`src/sv/weekly_schedule_heater_timer_unit_macros.svh`:
```
// assertion helpers for the heater timer unit module
// both sample on the rising edge of clock and are off while reset is high
`ifndef WEEKLY_SCHEDULE_HEATER_TIMER_UNIT_MACROS_SVH
`define WEEKLY_SCHEDULE_HEATER_TIMER_UNIT_MACROS_SVH

// same-cycle implication
`define WHTU_ASSERT_NOW(label, ante, cons, msg) \
   label: assert property (@(posedge clock) disable iff (reset) (ante) |-> (cons)) \
      else $error(msg);

// next-cycle implication
`define WHTU_ASSERT_NEXT(label, ante, cons, msg) \
   label: assert property (@(posedge clock) disable iff (reset) (ante) |=> (cons)) \
      else $error(msg);

`endif

```
`src/sv/whtu_pkg.sv`:
```
package whtu_pkg;

   // schedule entries held in configuration registers
   localparam int CfgEntries        = 6;
   localparam int NumEntriesDefault = 6;

   localparam logic [1:0]  MaxBoostRequests = 2'd3;
   localparam logic [15:0] HistForce        = 16'hFE00;
   localparam logic [15:0] HistPress        = 16'hFF00;

   localparam int CsrAddrWidth = 5;
   localparam int CsrDataWidth = 32;
   localparam int ReqDataWidth = 16;
   localparam int RspDataWidth = 40;

   localparam logic [2:0]  DayReset           = 3'd1;
   localparam logic [15:0] BoostDurationReset = 16'd1800;
   localparam logic [15:0] BoostStepReset     = 16'd900;

   typedef enum logic [1:0] {
      ACT_TICK   = 2'd0,
      ACT_BOOST  = 2'd1,
      ACT_TOGGLE = 2'd2,
      ACT_BUTTON = 2'd3
   } action_type;

   typedef enum logic [2:0] {
      REG_ENTRY_0        = 3'd0,
      REG_ENTRY_1        = 3'd1,
      REG_ENTRY_2        = 3'd2,
      REG_ENTRY_3        = 3'd3,
      REG_ENTRY_4        = 3'd4,
      REG_ENTRY_5        = 3'd5,
      REG_BOOST_DURATION = 3'd6,
      REG_BOOST_STEP     = 3'd7
   } reg_index_type;

   // packed exactly as the register: days 28:22, on 21:11, off 10:0
   typedef struct packed {
      logic [6:0]  days;
      logic [10:0] on_minute;
      logic [10:0] off_minute;
   } entry_type;

   typedef struct packed {
      logic [2:0]  day;
      logic [10:0] minute;
   } clock_now_type;

   localparam entry_type EntryReset0 = entry_type'(29'd533598598);
   localparam entry_type EntryResetN = entry_type'(29'd860580);

endpackage

```
`src/sv/whtu_window_hit.sv`:
```
module whtu_window_hit (
   input  whtu_pkg::entry_type     entry,
   input  whtu_pkg::clock_now_type now,
   output logic                    hit
);

   logic [7:0] mask_ext;
   logic       day_ok;
   logic       in_window;

   // bit 0 stands for weekday zero, which never matches
   assign mask_ext = {entry.days, 1'b0};
   assign day_ok   = mask_ext[now.day];

   always_comb begin
      if (entry.on_minute == entry.off_minute) begin
         in_window = 1'b0;
      end else if (entry.on_minute < entry.off_minute) begin
         in_window = (now.minute >= entry.on_minute) && (now.minute < entry.off_minute);
      end else begin
         // wraps past midnight
         in_window = (now.minute >= entry.on_minute) || (now.minute < entry.off_minute);
      end
   end

   assign hit = day_ok && in_window;

endmodule

```
`src/sv/weekly_schedule_heater_timer_unit.sv`:
```
// a request transfer passes the input register, then the result register, before its response goes out
// throughput: one request per cycle, back to back, as long as rsp_tready keeps up
// all per-item work is one pass through the window compares and boost logic
// reset (synchronous, active high) clears the pipeline valids, loads register defaults
// and restores day 1, minute 0, enable off, no boost, report pending
module weekly_schedule_heater_timer_unit #(
   parameter int NUM_ENTRIES = whtu_pkg::NumEntriesDefault
) (
   input  logic                                 clock,
   input  logic                                 reset,
   // request channel
   input  logic                                 req_tvalid,
   output logic                                 req_tready,
   // tdata: weekday[2:0], minute_of_day[13:3], button_level[14], zero[15]
   input  logic [whtu_pkg::ReqDataWidth-1:0]    req_tdata,
   // tuser: action[1:0]
   input  logic [1:0]                           req_tuser,
   // response channel
   output logic                                 rsp_tvalid,
   input  logic                                 rsp_tready,
   // tdata: heating_on[0], heating_enabled[1], boost_left[17:2], boost_presses[19:18],
   //        report_due[20], day_now[23:21], minute_now[34:24], zero[39:35]
   output logic [whtu_pkg::RspDataWidth-1:0]    rsp_tdata,
   // configuration port
   input  logic                                 csr_psel,
   input  logic                                 csr_penable,
   input  logic                                 csr_pwrite,
   input  logic [whtu_pkg::CsrAddrWidth-1:0]    csr_paddr,
   input  logic [whtu_pkg::CsrDataWidth-1:0]    csr_pwdata,
   output logic [whtu_pkg::CsrDataWidth-1:0]    csr_prdata,
   output logic                                 csr_pready
);

   `include "weekly_schedule_heater_timer_unit_macros.svh"

   // ------------------------------------------------------------------
   // configuration registers
   // ------------------------------------------------------------------
   whtu_pkg::entry_type    entry_ff [whtu_pkg::CfgEntries];
   logic [15:0]            boost_duration_ff;
   logic [15:0]            boost_step_ff;
   whtu_pkg::reg_index_type csr_index;
   logic                   csr_write;

   assign csr_pready = 1'b1;
   assign csr_index  = whtu_pkg::reg_index_type'(csr_paddr[whtu_pkg::CsrAddrWidth-1:2]);
   assign csr_write  = csr_psel && csr_penable && csr_pwrite && csr_pready;

   always_ff @(posedge clock) begin
      if (reset) begin
         entry_ff[0] <= whtu_pkg::EntryReset0;
         for (int i = 1; i < whtu_pkg::CfgEntries; i++) begin
            entry_ff[i[2:0]] <= whtu_pkg::EntryResetN;
         end
         boost_duration_ff <= whtu_pkg::BoostDurationReset;
         boost_step_ff     <= whtu_pkg::BoostStepReset;
      end else if (csr_write) begin
         case (csr_index)
            whtu_pkg::REG_BOOST_DURATION: boost_duration_ff <= csr_pwdata[15:0];
            whtu_pkg::REG_BOOST_STEP:     boost_step_ff     <= csr_pwdata[15:0];
            default:                      entry_ff[csr_index] <= csr_pwdata[28:0];
         endcase
      end
   end

   always_comb begin
      case (csr_index)
         whtu_pkg::REG_BOOST_DURATION: csr_prdata = {16'd0, boost_duration_ff};
         whtu_pkg::REG_BOOST_STEP:     csr_prdata = {16'd0, boost_step_ff};
         default:                      csr_prdata = {3'd0, entry_ff[csr_index]};
      endcase
   end

   // ------------------------------------------------------------------
   // input register
   // ------------------------------------------------------------------
   logic                 in_valid_ff;
   whtu_pkg::action_type in_action_ff;
   logic [2:0]           in_weekday_ff;
   logic [10:0]          in_minute_ff;
   logic                 in_button_ff;
   logic                 rsp_valid_ff;
   logic                 advance;

   // item in the input register moves on when the result register is free or draining
   assign advance    = in_valid_ff && (!rsp_valid_ff || rsp_tready);
   assign req_tready = !in_valid_ff || advance;

   always_ff @(posedge clock) begin
      if (reset) begin
         in_valid_ff <= 1'b0;
      end else if (req_tready) begin
         in_valid_ff <= req_tvalid;
      end
   end

   always_ff @(posedge clock) begin
      if (req_tvalid && req_tready) begin
         in_action_ff  <= whtu_pkg::action_type'(req_tuser);
         in_weekday_ff <= req_tdata[2:0];
         in_minute_ff  <= req_tdata[13:3];
         in_button_ff  <= req_tdata[14];
      end
   end

   // ------------------------------------------------------------------
   // controller state
   // ------------------------------------------------------------------
   logic [2:0]  day_ff,      day_in;
   logic [10:0] minute_ff,   minute_in;
   logic        enable_ff,   enable_in;
   logic        demand_ff,   demand_in;
   logic [15:0] countdown_ff, countdown_in;
   logic [1:0]  presses_ff,  presses_in;
   logic        report_ff,   report_in;
   logic [15:0] history_ff,  history_in;
   logic        report_out;

   // a tick loads the clock only when the minute moves
   logic                    minute_changed;
   whtu_pkg::clock_now_type now_sel;
   logic [NUM_ENTRIES-1:0]  hits;
   logic                    any_hit;
   logic                    countdown_zero;
   logic [16:0]             boost_sum;
   logic [15:0]             boost_sat;

   assign minute_changed = (in_minute_ff != minute_ff);
   assign now_sel.day    = minute_changed ? in_weekday_ff : day_ff;
   assign now_sel.minute = minute_changed ? in_minute_ff  : minute_ff;

   // one window compare per slot backed by a configuration register, all in parallel
   for (genvar g = 0; g < NUM_ENTRIES; g++) begin : g_slot
      if (g < whtu_pkg::CfgEntries) begin : g_used
         whtu_window_hit u_window_hit (
            .entry (entry_ff[g]),
            .now   (now_sel),
            .hit   (hits[g])
         );
      end else begin : g_empty
         // slots past the register file hold zero and never match
         assign hits[g] = 1'b0;
      end
   end

   assign any_hit        = |hits;
   assign countdown_zero = (countdown_ff == 16'd0);
   assign boost_sum      = {1'b0, countdown_ff} + {1'b0, boost_step_ff};
   assign boost_sat      = boost_sum[16] ? 16'hFFFF : boost_sum[15:0];

   always_comb begin
      day_in       = day_ff;
      minute_in    = minute_ff;
      enable_in    = enable_ff;
      demand_in    = demand_ff;
      countdown_in = countdown_ff;
      presses_in   = presses_ff;
      report_in    = report_ff;
      history_in   = history_ff;
      report_out   = 1'b0;
      case (in_action_ff)
         whtu_pkg::ACT_TICK: begin
            day_in    = now_sel.day;
            minute_in = now_sel.minute;
            demand_in = enable_ff && (any_hit || !countdown_zero);
            if (enable_ff && !countdown_zero) begin
               countdown_in = countdown_ff - 16'd1;
            end
            // flag goes out with this tick, then clears
            report_out = report_ff || minute_changed || (enable_ff && !countdown_zero);
            report_in  = 1'b0;
         end
         whtu_pkg::ACT_BOOST: begin
            if (countdown_zero) begin
               presses_in   = 2'd1;
               countdown_in = boost_duration_ff;
               enable_in    = 1'b1;
            end else if (presses_ff < whtu_pkg::MaxBoostRequests) begin
               countdown_in = boost_sat;
               presses_in   = presses_ff + 2'd1;
            end else begin
               // one request too many cancels the boost
               countdown_in = 16'd0;
               presses_in   = 2'd0;
            end
            report_in = 1'b1;
         end
         whtu_pkg::ACT_TOGGLE: begin
            enable_in = !enable_ff;
            report_in = 1'b1;
         end
         whtu_pkg::ACT_BUTTON: begin
            // debounce: a clean press edge leaves exactly the press pattern
            history_in = {history_ff[14:0], in_button_ff} | whtu_pkg::HistForce;
            if (history_in == whtu_pkg::HistPress) begin
               if (countdown_zero) begin
                  presses_in   = 2'd1;
                  countdown_in = boost_duration_ff;
                  enable_in    = 1'b1;
               end else begin
                  countdown_in = 16'd0;
                  presses_in   = 2'd0;
               end
               report_in = 1'b1;
            end
         end
         default: begin
            report_out = 1'b0;
         end
      endcase
   end

   always_ff @(posedge clock) begin
      if (reset) begin
         day_ff       <= whtu_pkg::DayReset;
         minute_ff    <= 11'd0;
         enable_ff    <= 1'b0;
         demand_ff    <= 1'b0;
         countdown_ff <= 16'd0;
         presses_ff   <= 2'd0;
         report_ff    <= 1'b1;
         history_ff   <= 16'd0;
      end else if (advance) begin
         day_ff       <= day_in;
         minute_ff    <= minute_in;
         enable_ff    <= enable_in;
         demand_ff    <= demand_in;
         countdown_ff <= countdown_in;
         presses_ff   <= presses_in;
         report_ff    <= report_in;
         history_ff   <= history_in;
      end
   end

   // ------------------------------------------------------------------
   // result register
   // ------------------------------------------------------------------
   logic                              rsp_valid_in;
   logic [whtu_pkg::RspDataWidth-1:0] rsp_data_ff;
   logic [whtu_pkg::RspDataWidth-1:0] rsp_data_in;

   assign rsp_valid_in = advance || (rsp_valid_ff && !rsp_tready);
   assign rsp_data_in  = {5'd0, minute_in, day_in, report_out, presses_in, countdown_in,
                          enable_in, demand_in};

   always_ff @(posedge clock) begin
      if (reset) begin
         rsp_valid_ff <= 1'b0;
      end else begin
         rsp_valid_ff <= rsp_valid_in;
      end
   end

   always_ff @(posedge clock) begin
      if (advance) begin
         rsp_data_ff <= rsp_data_in;
      end
   end

   assign rsp_tvalid = rsp_valid_ff;
   assign rsp_tdata  = rsp_data_ff;

   // ------------------------------------------------------------------
   // checks
   // ------------------------------------------------------------------
   logic presses_ok;   // press count within its limit
   logic tick_step;    // tick leaving the input register
   logic other_step;   // any other action leaving the input register
   logic in_stalled;   // input register held by a busy result register

   assign presses_ok = (presses_ff <= whtu_pkg::MaxBoostRequests);
   assign tick_step  = advance && (in_action_ff == whtu_pkg::ACT_TICK);
   assign other_step = advance && (in_action_ff != whtu_pkg::ACT_TICK);
   assign in_stalled = in_valid_ff && !advance;

   `WHTU_ASSERT_NOW(a_presses_limit, 1'b1, presses_ok, "boost press count above limit")
   `WHTU_ASSERT_NOW(a_countdown_has_press, !countdown_zero, |presses_ff, "boost with no press")
   `WHTU_ASSERT_NEXT(a_tick_clears_report, tick_step, !report_ff, "report not cleared")
   `WHTU_ASSERT_NEXT(a_demand_on_tick_only, other_step, $stable(demand_ff), "demand off tick")
   `WHTU_ASSERT_NEXT(a_stalled_item_kept, in_stalled, in_valid_ff, "stalled request lost")

endmodule
```
`config.mk`:
```
export PLATFORM = sky130hd
export DESIGN_NAME = weekly_schedule_heater_timer_unit
export DESIGN_NICKNAME = d
export VERILOG_FILES = /design/src/sv/whtu_pkg.sv /design/src/sv/whtu_window_hit.sv /design/src/sv/weekly_schedule_heater_timer_unit.sv
export VERILOG_INCLUDE_DIRS = /design/src /design/src/sv
export SDC_FILE = /design/constraint.sdc
export NUM_CORES = 1
export LEC_CHECK = 0
export ABC_AREA = 1
export CAP_MARGIN = 15
export CORE_MARGIN = 2
export CORE_UTILIZATION = 55
export DETAILED_ROUTE_END_ITERATION = 16
export DONT_BUFFER_PORTS = 1
export GPL_TIMING_DRIVEN = 0
export PLACE_DENSITY_LB_ADDON = 0.3
export REMOVE_ABC_BUFFERS = 1
export SLEW_MARGIN = 20
export SYNTH_ARGS = -nofsm -noshare
export SYNTH_HDL_FRONTEND = slang
export SYNTH_HIERARCHICAL = 1
export SYNTH_SLANG_ARGS = --single-unit
```
`constraint.sdc`:
```
create_clock -name clock -period 5.68 [get_ports clock]
set_input_delay 0.568 -clock clock [delete_from_list [all_inputs] [get_ports clock]]
set_output_delay 0.568 -clock clock [all_outputs]
set_load 0.005 [all_outputs]
```
== After elaboration in Yosys (flattened, before gate mapping) ==
Memory sizes are Yosys's and may differ from the RTL's.
Index checks and enable logic that the tools add are counted.
Cells by class
  add/subtract/negate cells: 3
  $lt $le $gt $ge: 20
  equal/unequal tests: 14
  mux-type cells: 56
  reductions and logical operators: 46
Operators by type and width (count)
  $lt A11 B11 Y1: 12
  $mux W16: 6
  $eq A11 B11 Y1: 6
  $ge A11 B11 Y1: 6
  $pmux W29 S2: 1
  $pmux W16 S3: 1
  $mux W1: 30
  $mux W29: 1
  $reduce_or A29 Y1: 1
  $mux W11: 2
  $logic_and A1 B1 Y1: 19
  $bmux W1 S3: 6
  $add A16 B16 Y17: 1
  $logic_not A16 Y1: 1
  $sub A16 B1 Y16 const B: 1
  $logic_or A1 B1 Y1: 12
  $ne A11 B11 Y1: 1
  $eq A9 B9 Y1 const B: 1
  $mux W3: 3
  $reduce_and A2 Y1: 4
  $eq A3 B3 Y1 const B: 2
  $mux W2: 3
  $pmux W1 S3: 2
  $reduce_or A6 Y1: 1
  other kinds (10): 16
Storage, ports and cells
  register bits after elaboration: 129
  RAM bits: 174
  input bits: 62
  output and inout bits: 75
  memories: 1
Memories
  entry_ff: words 6, width 29, rd ports 7, clocked after memory_dff 0, wr ports 6, RTL line weekly_schedule_heater_timer_unit.sv:39  | whtu_pkg::entry_type entry_ff [whtu_pkg::CfgEntries];

== Longest topological paths before layout ==
Gate-level depths: netlist of the first run.
  word-level depth: 11
  gate-level depth with buffers: 22
  mapped depth without buffers: 22

== Hierarchy ==
The synthesis of the first run kept the hierarchy.
By module, submodules not included
  weekly_schedule_heater_timer_unit: instances 1, cells each 1764, area an instance 15911.5 sq um, seq. area each 9108.7 sq um
  whtu_window_hit at g_slot[3].g_used.u_window_hit ...: instances 3, cells each 178, area an instance 987.2 sq um, seq. area each 0.0 sq um
  whtu_window_hit at g_slot[0].g_used.u_window_hit ...: instances 3, cells each 159, area an instance 943.4 sq um, seq. area each 0.0 sq um

== Least setup slack after synthesis of the first run ==
No wires, ideal clock.
  kind: reg2reg
  start: reg in_minute_ff[7]
  end: reg rsp_data_ff (netlist bit rsp_tdata[0]) (data pin)
  library setup time: 0.270 ns
  arrival time: 4.246 ns
  slack: 1.164 ns
  stages on the path, launching flop included: 17
  buffers on the path: 0
  path through: edfxtp_1 nand2_1 nand2_1 nor4_1 nand3_1 o21ai_0 nand2_1 nand3_1 nand2_1 nand2_1 a21oi_2 nand2_1 nor2_1 nor4_1 nand2_1 o31ai_1 o21ai_1
RTL lines
  from (decl): RTL line weekly_schedule_heater_timer_unit.sv:80  | logic [10:0] in_minute_ff;
  from (signal assigned): RTL line weekly_schedule_heater_timer_unit.sv:101  | in_minute_ff <= req_tdata[13:3];
  to (signal assigned): RTL line weekly_schedule_heater_timer_unit.sv:256  | rsp_data_ff <= rsp_data_in;
  to (decl): RTL line weekly_schedule_heater_timer_unit.sv:239  | logic [whtu_pkg::RspDataWidth-1:0] rsp_data_ff;

==> summary.md, run 1 <==
| Metric | Value |
|---|---|
| CORE AREA | 0.0388 mm2 |
| Yosys cell types | 53 |
| Async SR Flop Fraction | 0% |
| CP endpoint kind | flip-flop |
| Clk_lat worst skew | 0.57 ns |
| Initial Utilization | 55.9% |
| Least-Margin Pin Slew | 1.15 ns |
| Post-synth top area cell | edfxtp_1 |
| Syn Inst Count | 2775 |
| Crit Path Class | flip-flop to flip-flop |
| Worst path bufs/invs | 3 |
| Register area | 0.00911 mm2 |
| Full die area | 0.0411 mm2 |
| Syn. warnings | 6 |
| PwrDens | 269 mW/mm2 |
| Power, Total | 6.32 mW |
| Num rows | 72 |
| Pleak | 10.9 nW |
| Peak supply drop | 0.306 mV |
| Hpwl dp | 49900 um |
| GP Congestion | 0.929 |
| Most common cell in the synthesized netlist | nand2_1 |
| Post-CTS sizing | 0 |
| 1st-iter DRT viols | 1922 |
| CTS tree | yes |
| Yosys top cell area share | 34.9% |
| IO Pins | 137 |
| Internal | 4.46 mW |
| Status | completed |
| Max_cap viols | 0 |
| Worst-path cell chain | inv_1 -> nand2_1 -> nand2_1 -> nor4_1 -> nand3_1 -> nand2_1 -> o21a_1 -> inv_1 -> a31oi_1 -> o21ai_1 -> nand2_1 -> nor2_1 -> nand2_1 -> nor2_1 -> nor4_1 -> nand2_1 -> o31ai_1 -> o21ai_1 -> o21ai_1 -> inv_1 |
| Largest net degree at the start of global routing | 123 |
| Final setup fails | 0 |
| Tmin final | 5.06 ns |
| Via-per-instance ratio | 5.74 |
| Final-stage net count | 3029 |
| Drt total wl | 67800 um |
| # diodes | 0 |
| Root Buffer | clkbuf_16 |
| Fill cells | 3370 |
| Chip width | 203 um |
| Hold buffers post-CTS | 0 |
| Worst slew margin | 23.1% |
| Post-synth EDFFs | 252 |
| Antenna-violating nets left | 0 |
| Count of pins over their slew limit | 0 |
| HP Class | primary input to flip-flop |
| Synth area leaders | edfxtp_1 35%, ha_1 12%, nand2_1 11% |
| CTS Buf Count | 38 |
| Port Buffers | 0 |
| Main synth FF type | edfxtp_1 |
| Crit path launch type | flip-flop |
| Final worst-path cycle share | 89.0% |
| Unrepaired setup endpoints after global routing | false |
| WHS | 0.0542 ns |
| Vias in the first global route | 17900 |
| Bufs on Longest Clock Path | 3 |
| Comb pwr share | 16.2% |
| Syn Area/Cell | 7.82 um2 |
| Switch share | 29.5% |
| Fin Clk Skew | 0.0225 ns |
| Wire length of the first global-routing pass | 102000 um |
| CP max stage delay | 0.97 ns |
| Synth Cell Area | 0.0217 mm2 |
| CP most frequent cell | nand2_1 |
| Fmax | 198 MHz |
| Peak fanout along the critical path | 18 |
| Seq pwr share | 45.3% |
| Residual DRC count | 0 |
| H-Tree Depth | 2 |
| Multi-input gate area | 0.0106 mm2 |
| Sequential share of the synthesized area | 42.0% |
| Clock share of power | 38.6% |
| Initial antenna violation count | 0 |
| FF+latch count, synth | 329 |
| Signal arrival time at the worst endpoint | 5.53 ns |
| Slowest cell on crit path | edfxtp_1 |
| Die height | 203 um |
| Crit path required time | 6.15 ns |
| CTS sink count | 329 |
| Pre-Repair DR Iteration Count | 6 |
| CP delay by family, top | simple AND/OR/NAND/NOR gates |
| Grt ovf | 0 |
| DR WL/cell | 20.5 um |
| Gr usage total | 32.7% |
| Commonest cells post-synth | 662 x nand2_1, 396 x inv_1, 349 x nor2_1 |
| Psw | 1.87 mW |
| Layout cell share with drive strength beyond 1 | 6.96% |
| Post-CTS Repair Setup Buffers | 0 |
| Area Overhead vs Synth | 8.41% |
| Worst-path clk slew | 0.06 ns |
| DR vias | 19000 |
| Hold Vio Cnt, Final | 0 |
registers in the layout (all words and copies together) (netlist names), 2 cells and up:
register	cells
minute_ff	11
in_action_ff	2
rsp_tdata	35
countdown_ff	16
entry_ff	200
in_minute_ff	11
day_ff	3
boost_step_ff	16
in_weekday_ff	3
presses_ff	2
boost_duration_ff	16
history_ff	8
worst paths after layout:
path	start	to	slack (ns)	cells past startpoint
max	in_minute_ff[7]	demand_ff	0.62	20
min	reset	history_ff[0]	0.05	1
max reg2reg	in_minute_ff[7]	demand_ff	0.62	20
min reg2reg	history_ff[0]	history_ff[0]	0.47	2
cells in the final DEF, fill, tap and decap left out, types with 7 or more instances in the layout:
master and count:
nand2_1 657, inv_1 392, nor2_1 349, edfxtp_1 252, ha_1 210, a21oi_1 156, nand3_1 130, o21ai_0 113
dfxtp_1 77, inv_2 45, clkbuf_16 38, conb_1 35, o22ai_1 33, nand4_1 25, nand2_2 21, o21ai_1 21
nor2_2 17, a211oi_1 17, clkinv_1 17, xor2_1 16, a22o_1 13, a21o_1 12, nor2_4 11, a32o_1 11
o211ai_1 9, nand3_2 9, clkbuf_1 9, a21oi_2 7, buf_16 7
through the flow:
stage          TNS, ns  cells  instance area [um2]  utilization [%]  worst slack (ns)
6_report             0   3304                23500             60.6             0.623
3_3_place_gp   -195.39   3224                22000             56.7             -2.32
2_1_floorplan        0   2706                21400                -             0.907
5_1_grt              0   3304                23500             60.6             0.269
3_5_place_dp         0   3234                22300             57.5             0.695
4_1_cts              0   3304                23500             60.6             0.667
power groups by stage:
stage	logic (mW)	registers [mW]	clock network, mW
global route	1.14	2.87	2.53
global placement	0.948	2.91	0
detailed placement	0.999	2.91	0
CTS	1.00	2.86	2.45
floorplan	0.706	2.85	0
finish	1.02	2.86	2.44
layout make-up:
| cell class | instances | share of cell area (%) |
|---|---|---|
| multi-input cells | 1925 | 45.1 |
| flip-flops and latches | 329 | 38.7 |
| inverters | 452 | 7.25 |
| clock buffers | 47 | 4.19 |
| well taps | 518 | 2.75 |
| repair buffers | 10 | 1.03 |
| clock inverters | 23 | 0.957 |
metal layers:
metal	share of wire (%)	global-route usage [%]	up-vias
met2	46	52.8	903
li1	-	-	8996
met5	0	0	-
met1	41	43.0	8921
met4	4.5	15.3	0
met3	9.4	5.81	151
cell families (layout without fill, tap and decap cells):
logic type / after synthesis / count (layout) / share of synthesized area (%)
compound gates: 419 / 419 / 11.3
xor+xnor: 19 / 19 / 0.767
fa+ha+maj: 211 / 211 / 12.2
buf+inv: 554 / 532 / 9.97
flops: 329 / 329 / 42.0
other cells: 2 / 35 / 0.0346
simple gates: 1241 / 1241 / 23.8
Note: power is estimated with default switching activity, not from simulation.
==> run 2: changes to the inputs <==
- CELL_PAD_IN_SITES_DETAIL_PLACEMENT: not set -> 0
- CELL_PAD_IN_SITES_GLOBAL_PLACEMENT: not set -> 1
- CORE_UTILIZATION: 55 -> 48
- RECOVER_POWER: not set -> 50
==> summary.md, run 2 (synthesized netlist as in run 1, its figures left out) <==
| Metric | Value |
|---|---|
| DR WL/cell | 20.6 um |
| Post-route cell area | 0.0236 mm2 |
| Die height | 217 um |
| Status | finished with violations |
| Initial Utilization | 48.9% |
| DR vias | 18400 |
| Setup ws final | 0.464 ns |
| Placed cells | 3311 |
| Commonest non-fill, non-tap cell in the layout | nand2_1 |
| 1st-iter DRT viols | 1749 |
| Full die area | 0.0469 mm2 |
| Slowest cell on crit path | nor2_2 |
| Placed cell area | 0.0225 mm2 |
| IO Pins | 137 |
| Vias in the first global route | 17600 |
| Initial antenna violation count | 0 |
| Clk_lat worst skew | 0.58 ns |
| Area Overhead vs Synth | 8.68% |
| Tmin final | 5.22 ns |
| Grt ovf | 0 |
| HP Class | primary input to flip-flop |
| Power, Total | 6.48 mW |
| Pleak | 10.9 nW |
| Setup TNS | 0 ns |
| # diodes | 0 |
| Peak fanout along the critical path | 47 |
| Final setup fails | 0 |
| Pre-Repair DR Iteration Count | 5 |
| Final core occ | 53.1% |
| Worst-path clk slew | 0.06 ns |
| Crit path required time | 5.92 ns |
| Hpwl dp | 51300 um |
| Least-Margin Pin Slew | 2.58 ns |
| Bufs on Longest Clock Path | 3 |
| Hold buffers post-CTS | 0 |
| Worst-path cell chain | inv_2 -> nand3_1 -> clkbuf_1 -> inv_1 -> nand3_1 -> nor2_2 -> inv_1 -> nand2_2 -> buf_12 |
| Fmax | 192 MHz |
| Worst slew margin | -73.1% |
| Most frequent cells in the layout | 658 x nand2_1, 394 x inv_1, 353 x nor2_1 |
| Antenna-violating nets left | 0 |
| Post-CTS Repair Setup Buffers | 0 |
| Largest register FFs | 200 |
| CTS Buf Count | 38 |
| Gr usage total | 29.7% |
| Unrepaired setup endpoints after global routing | false |
| GP Congestion | 0.918 |
| Peak supply drop | 0.248 mV |
| Drt total wl | 69500 um |
| Wire length of the first global-routing pass | 105000 um |
| Final-stage net count | 3032 |
| PwrDens | 275 mW/mm2 |
| Chip width | 217 um |
| Num rows | 77 |
| CTS sink count | 329 |
| Reg with most FFs | entry_ff |
| CP endpoint kind | flip-flop |
| Root Buffer | clkbuf_16 |
| Layout cell share with drive strength beyond 1 | 6.46% |
| Residual DRC count | 0 |
| CORE AREA | 0.0444 mm2 |
| Failing checks | max-capacitance violations, max-slew violations |
| WHS | 0.0909 ns |
| Via-per-instance ratio | 5.44 |
| Crit Path Class | primary input to flip-flop |
| Crit path launch type | primary input |
| Final worst-path cycle share | 91.8% |
| Non-filler instance count after layout | 3379 |
| Max_cap viols | 7 |
| CP max stage delay | 0.97 ns |
| Signal arrival time at the worst endpoint | 5.46 ns |
| Post-CTS sizing | 0 |
| Count of pins over their slew limit | 269 |
| CTS tree | yes |
| Placement Setup Slack | 0.539 ns |
| Hold Vio Cnt, Final | 0 |
| H-Tree Depth | 2 |
| Port Buffers | 0 |
| Largest net degree at the start of global routing | 123 |
| Fin Clk Skew | 0.0160 ns |
run 2: path summary, 6_finish.rpt:
check                        from               to  slack (ns)  cells after the start
hold reg to reg     history_ff[7]    history_ff[7]        0.46                      2
setup reg to reg  in_minute_ff[4]        demand_ff        0.58                     20
setup / recovery            reset  entry_ff[0][16]        0.46                      9
hold / removal              reset       rsp_tvalid        0.09                      1
run 2: per-layer routing:
layer | wire [um] | global-route usage (%) | up-vias
met1 | 29600 | 39.9 | 8551
met2 | 30200 | 45.4 | 723
met5 | 0 | 0 | -
met3 | 6530 | 7.28 | 133
met4 | 3180 | 13.2 | 0
li1 | - | - | 8990
run 2: power breakdown:
part | total, mW | internal (mW) | switching [mW]
registers | 2.87 | 2.73 | 0.137
clock network | 2.60 | 1.55 | 1.05
logic | 1.01 | 0.339 | 0.668
run 2: final cells by class:
class	instances	area, um2
clock buffers	52	1070
inverters	452	1700
well taps	592	741
fillers	4237	20800
repair buffers	13	190
multi-input cells	1925	10500
clock inverters	16	234
flip-flops and latches	329	9110
run 2: worst max-delay path, delay by kind of cell:
kind	cells	cell delay, ns
buffers and inverters	5	2.47
AND/OR/NAND/NOR	4	2.33
